==> src/hdl/lsbp_pkg.sv <==
// Shared constants, types and codes for the log spectrum bar peak decay core.
package lsbp_pkg;

   localparam int unsigned NUM_BINS    = 256;
   localparam int unsigned MAX_COLS    = 64;
   localparam int unsigned BIN_AW      = $clog2(NUM_BINS);
   localparam int unsigned BND_DEPTH   = MAX_COLS + 1;
   localparam int unsigned BND_AW      = $clog2(BND_DEPTH);
   localparam int unsigned CNT_W       = $clog2(MAX_COLS + 1);
   localparam int unsigned COL_AW      = (MAX_COLS > 1) ? $clog2(MAX_COLS) : 1;
   localparam int unsigned LAST_BIN    = NUM_BINS - 1;

   localparam int unsigned QUEUE_DEPTH = 4;
   localparam int unsigned QPTR_W      = $clog2(QUEUE_DEPTH);
   localparam int unsigned QCNT_W      = $clog2(QUEUE_DEPTH + 1);

   localparam int unsigned KIND_W      = 1;
   localparam int unsigned INDEX_W     = 8;
   localparam int unsigned VALUE_W     = 15;
   localparam int unsigned BND_W       = 8;
   localparam int unsigned COLUMN_W    = 6;
   localparam int unsigned LEVEL_W     = 16;
   localparam int unsigned ROWS_W      = 8;
   localparam int unsigned COLS_W      = 7;
   localparam int unsigned DECAY_W     = 16;
   localparam int unsigned CSR_INDEX_W = 2;
   localparam int unsigned CSR_DATA_W  = 16;

   localparam int unsigned MAG_SHIFT   = 7;
   localparam int unsigned YS_W        = VALUE_W - MAG_SHIFT;
   localparam int unsigned IP_W        = $clog2(YS_W);
   localparam int unsigned FRAC_W      = 16;
   localparam int unsigned STEP_W      = $clog2(FRAC_W);
   localparam int unsigned LOG_W       = IP_W + FRAC_W;
   localparam int unsigned MANT_W      = 31;
   localparam int unsigned MANT_FB     = 30;
   localparam int unsigned SQ_W        = 2 * MANT_W;
   localparam int unsigned ROWS5_W     = ROWS_W + 3;
   localparam int unsigned PROD_W      = ROWS5_W + LOG_W;
   localparam int unsigned PROD_SHIFT  = 21;

   localparam logic [KIND_W-1:0] KIND_BOUNDARY = 1'b0;
   localparam logic [KIND_W-1:0] KIND_BIN      = 1'b1;

   localparam logic [CSR_INDEX_W-1:0] CSR_ROW_COUNT    = 2'd0;
   localparam logic [CSR_INDEX_W-1:0] CSR_COLUMN_COUNT = 2'd1;
   localparam logic [CSR_INDEX_W-1:0] CSR_DECAY_STEP   = 2'd2;

   localparam logic [ROWS_W-1:0]  ROWS_RESET  = 8'd51;
   localparam logic [COLS_W-1:0]  COLS_RESET  = 7'd64;
   localparam logic [DECAY_W-1:0] DECAY_RESET = 16'd1044;

   typedef enum logic [1:0] {
      OP_BOUNDARY,
      OP_BIN,
      OP_LAST_BIN
   } op_type;

   typedef struct packed {
      op_type               op;
      logic [INDEX_W-1:0]   addr;
      logic [VALUE_W-1:0]   data;
   } qword_type;

   typedef struct packed {
      logic [ROWS_W-1:0]    rows;
      logic [COLS_W-1:0]    cols;
      logic [DECAY_W-1:0]   decay;
   } cfg_type;

endpackage

==> src/hdl/lsbp_front.sv <==
// Front end: accepts request words, classifies them and queues them for the back end.
module lsbp_front (
   input  logic                          clock,
   input  logic                          reset,
   input  logic                          start,
   input  logic [lsbp_pkg::KIND_W-1:0]   req_kind,
   input  logic [lsbp_pkg::INDEX_W-1:0]  req_entry_index,
   input  logic [lsbp_pkg::VALUE_W-1:0]  req_entry_value,
   output logic                          busy,
   input  logic                          pop,
   output logic                          head_valid,
   output lsbp_pkg::qword_type           head
);
   import lsbp_pkg::*;

   qword_type          queue_ff [QUEUE_DEPTH];
   logic [QPTR_W-1:0]  wr_ptr_ff, wr_ptr_in;
   logic [QPTR_W-1:0]  rd_ptr_ff, rd_ptr_in;
   logic [QCNT_W-1:0]  count_ff, count_in;
   qword_type          qword;
   logic               keep;
   logic               push;
   logic               do_pop;

   always_comb begin
      qword.op   = OP_BIN;
      qword.addr = req_entry_index;
      qword.data = req_entry_value;
      keep       = 1'b0;
      case (req_kind)
         KIND_BOUNDARY: begin
            qword.op = OP_BOUNDARY;
            keep     = (32'(req_entry_index) <= MAX_COLS);
         end
         KIND_BIN: begin
            keep     = (32'(req_entry_index) < NUM_BINS);
            qword.op = (32'(req_entry_index) == LAST_BIN) ? OP_LAST_BIN : OP_BIN;
         end
         default: begin
            keep = 1'b0;
         end
      endcase
   end

   assign busy       = (count_ff == QCNT_W'(QUEUE_DEPTH));
   assign head_valid = (count_ff != '0);
   assign head       = queue_ff[rd_ptr_ff];
   assign push       = start && !busy && keep;
   assign do_pop     = pop && head_valid;

   always_comb begin
      wr_ptr_in = wr_ptr_ff;
      rd_ptr_in = rd_ptr_ff;
      count_in  = count_ff;
      if (push) begin
         wr_ptr_in = (wr_ptr_ff == QPTR_W'(QUEUE_DEPTH - 1)) ? '0 : wr_ptr_ff + 1'b1;
      end
      if (do_pop) begin
         rd_ptr_in = (rd_ptr_ff == QPTR_W'(QUEUE_DEPTH - 1)) ? '0 : rd_ptr_ff + 1'b1;
      end
      if (push && !do_pop) begin
         count_in = count_ff + 1'b1;
      end else if (!push && do_pop) begin
         count_in = count_ff - 1'b1;
      end
   end

   always_ff @(posedge clock) begin
      if (reset) begin
         wr_ptr_ff <= '0;
         rd_ptr_ff <= '0;
         count_ff  <= '0;
      end else begin
         wr_ptr_ff <= wr_ptr_in;
         rd_ptr_ff <= rd_ptr_in;
         count_ff  <= count_in;
      end
      if (push) begin
         queue_ff[wr_ptr_ff] <= qword;
      end
   end

endmodule

==> config.mk <==
export PLATFORM = sky130hd
export DESIGN_NAME = lsbp_front
export DESIGN_NICKNAME = d
export VERILOG_FILES = /design/src/hdl/lsbp_pkg.sv /design/src/hdl/lsbp_front.sv
export SDC_FILE = /design/constraint.sdc
export NUM_CORES = 1
export LEC_CHECK = 0
export ABC_AREA = 1
export ABC_CLOCK_PERIOD_IN_PS = 4550
export BUFFER_PORTS_ARGS = -buffer_cell sky130_fd_sc_hd__buf_2
export CAP_MARGIN = 5
export CORE_MARGIN = 2
export CORE_UTILIZATION = 50
export CTS_BUF_LIST = sky130_fd_sc_hd__clkbuf_4 sky130_fd_sc_hd__clkbuf_8
export CTS_CLUSTER_DIAMETER = 60
export DETAILED_ROUTE_END_ITERATION = 8
export PLACE_DENSITY = 0.71
export SLEW_MARGIN = 20
export SYNTH_ARGS = -nofsm -noshare
export SYNTH_HDL_FRONTEND = slang
export SYNTH_SLANG_ARGS = --single-unit
==> constraint.sdc <==
create_clock -name clock -period 4.55 [get_ports clock]
set_input_delay 0.91 -clock clock [delete_from_list [all_inputs] [get_ports clock]]
set_output_delay 0.91 -clock clock [all_outputs]
set_load 0.02 [all_outputs]
==> impl_metrics.csv <==
group,metric,value,unit
outcome,run_status,"completed",
grt,grt_first_pass_wirelength,12180,um
cts,clockRootBuffer,"clkbuf_8",
worst_setup_path,cp.arrival,1.90,ns
worst_setup_path,crit_path_max_fanout,25,
cells_and_area,multiInputGateArea,918.4,um^2
logic_synthesis,yosys.area_share.adder,2.239,%
sta,tightest_slew,0.8284,ns
cts,clockBufferDepth,2,
flow_run,cap_violations,0,
cts,clkSinkCount,109,
floorplan,io_pins,55,
worst_setup_path,r2r_cells,11,
power_and_ir_drop,ir_drop,0.2788,mV
sta,post-route-period-util,61.75,%
logic_synthesis,synthesis.nets,359,
sta,max_freq,0.3559,GHz
detailed_routing,drc,0,
detailed_routing,dr.pass1.iters,4,
cells_and_area,nFillCells,656,
cells_and_area,synthToLayoutAreaGrowth,12.93,%
sta,setup_violations,0,
power_and_ir_drop,leakage,0.001727,uW
logic_synthesis,synth_area_leader_cell,"edfxtp_1",
floorplan,start_util,51.68,%
grt,grt_max_degree,51,
sta,rsz0062_at_grt,"no",
floorplan,core_area,8217,um^2
detailed_routing,wl_per_cell,16.21,um
logic_synthesis,yosysWarnings,0,
worst_setup_path,critical_path_class,"reg -> out",
logic_synthesis,ys_seq_area_share,74.96,%
cts,numCtsBuffers,9,
worst_setup_path,reg2reg_to,"count_ff[2]",
cts,clock_latency,0.37,ns
cts,postCtsSetupBuffers,0,
cells_and_area,mostFrequentLayoutCells,"edfxtp_1 (100), nor2_1 (62), buf_2 (54)",
logic_synthesis,synth-compound-area-share,11.43,%
cells_and_area,final_util,58.37,%
cts,cts_tree,"done",
sta,setup_tns,0,ns
power_and_ir_drop,cellPowerDensity,542.6,nW/um^2
cts,ctsHoldBuffers,0,
logic_synthesis,synth.distinct_cells,22,
logic_synthesis,synth_top_family_by_area,"compound AO/OA/AOI/OAI gates",
worst_hold_path,min_to,"count_ff[2]",
grt,track_usage,18.15,%
cts,cts.repair.resized,0,
detailed_routing,via_count,2633,
cells_and_area,seq_area,3184,um^2
logic_synthesis,avgSynthCellArea,13.11,um^2
place,dp_cells,474,
detailed_routing,ant_nets,0,
worst_setup_path,crit_required,3.64,ns
detailed_routing,avgViaCountPerCell,5.373,
worst_setup_path,slowest_delay,0.60,ns
sta,fin_worst_skew,0.008117,ns
place,io_buffers,54,
detailed_routing,drt_wl_total,7942,um
logic_synthesis,yosys-top-cells-area,"edfxtp_1 (71%), o21ai_0 (6.0%), nor2_1 (5.8%)",
logic_synthesis,synthMuxAreaShare,0,%
worst_hold_path,worstHoldPathType,"reg -> reg",
sta,slew_violations,0,
worst_setup_path,ff2ff_setup_slack,2.34,ns
logic_synthesis,synth-simple-area-share,7.720,%
cells_and_area,layout_commonest_cell,"edfxtp_1",
cells_and_area,layout-drive-gt1-share,22.34,%
cts,clk_pin_slew,0.09,ns
sta,slew_headroom,44.71,%
cells_and_area,instances_no_fill,490,
cells_and_area,num_antenna_cells,0,
floorplan,rows,33,
floorplan,dieArea,9247,um^2
grt,grt_pass1_vias,2472,
cts,h-tree-depth,3,
logic_synthesis,netlist_area,4247,um^2
logic_synthesis,synthCells,324,
floorplan,die_w,96.16,um
place,finalWeightedCongestion,0.7849,
floorplan,die_h,96.16,um
detailed_routing,drt_iter0_drc,164,
cells_and_area,nNetsFinal,415,
worst_setup_path,critPathCaptureType,"output pin",
worst_hold_path,min_path_cells,2,
worst_hold_path,min_from,"count_ff[2]",
worst_setup_path,crit_path_cell_trace,"inv_1 -> o21ai_0 -> o22ai_1 -> buf_2",
worst_setup_path,startpoint_type,"flop",
worst_setup_path,r2r_start,"count_ff[1]",
sta,fin_crit,2.810,ns
grt,grt-ovfl-total,0,
worst_setup_path,slowest_stage,"inv_1",
logic_synthesis,synth_top_area_share,70.71,%
place,hpwl,4806,um
logic_synthesis,synth_xor_area_share,0,%
grt,antenna_found_initial,0,
sta,hold_viol_final,0,
power_and_ir_drop,power,2602,uW
logic_synthesis,ys_ff_latch,109,
==> report_power, final <==
group	internal (uW)	switching, uW	total (uW)
registers	1180	33.6	1220
logic	265	606	871
clock network	203	310	513
==> worst max-delay path by stage <==
| stage | start | to | slack, ns | cells past startpoint |
|---|---|---|---|---|
| finish | flop | head[10] | 1.74 | 4 |
| global route | flop | head[12] | 1.61 | 4 |
| CTS | flop | head[21] | 1.69 | 4 |
| detailed placement | req_entry_index[2] | count_ff[2] | 1.59 | 13 |
| global placement | req_entry_index[0] | queue_ff[2][15] | 1.66 | 7 |
| floorplan | req_entry_index[4] | queue_ff[0][0] | 1.70 | 5 |
==> cells in the mapped netlist (all sizes together) <==
master / count
edfxtp: 100
nor2: 67
o21ai: 57
o22ai: 25
inv: 20
buf: 12
nand2: 11
dfxtp: 9
a21oi: 8
ha: 6
clkbuf: 3
nand3: 3
nor3: 2
fa: 1
==> flip-flops by register name, indices dropped and copies added, names as in the netlist, named ones only <==
register	cells
queue_ff	100
count_ff	3
rd_ptr_ff	2
wr_ptr_ff	2
==> layer usage <==
| metal | global-route usage [%] | vias to the layer above | share of wire [%] |
|---|---|---|---|
| li1 | - | 1283 | - |
| met3 | 3.289 | 10 | 4.2 |
| met2 | 29.63 | 64 | 51 |
| met5 | 0 | - | 0 |
| met4 | 9.405 | 0 | 2.0 |
| met1 | 23.21 | 1276 | 43 |
==> layout make-up <==
| class | count | area share [%] |
|---|---|---|
| tap | 105 | 2.739 |
| clock buffer | 10 | 2.739 |
| multi-input combinational | 180 | 19.15 |
| clock inverter | 6 | 0.8349 |
| inverter | 20 | 1.565 |
| sequential | 109 | 66.40 |
| timing repair buffer | 60 | 6.574 |
==> worst max-delay path, delay by kind of cell, from the launching register on <==
kind | cells | cell delay, ns
buffers and inverters | 2 | 0.80
AOI/OAI and AO/OA | 2 | 0.42
DFF | 1 | 0.32
==> metrics by stage <==
stage                     setup WS, ns  instance area [um^2]  hold slack, ns
after global routing             1.611                  4796          0.5064
final                            1.740                  4796          0.4929
after detailed placement         1.589                  4624          0.4763
after global placement           1.665                  4624          0.4675
after CTS                        1.690                  4796          0.4918
after floorplan                  1.695                  4247          0.4528
==> cells by family (layout without fill, tap and decap cells) <==
logic type | after synthesis | after routing
simple gates | 83 | 83
fa+ha+maj | 7 | 7
buf+inv | 35 | 96
flops | 109 | 109
compound gates | 90 | 90
No activity file was read; power rests on OpenSTA's default activity.
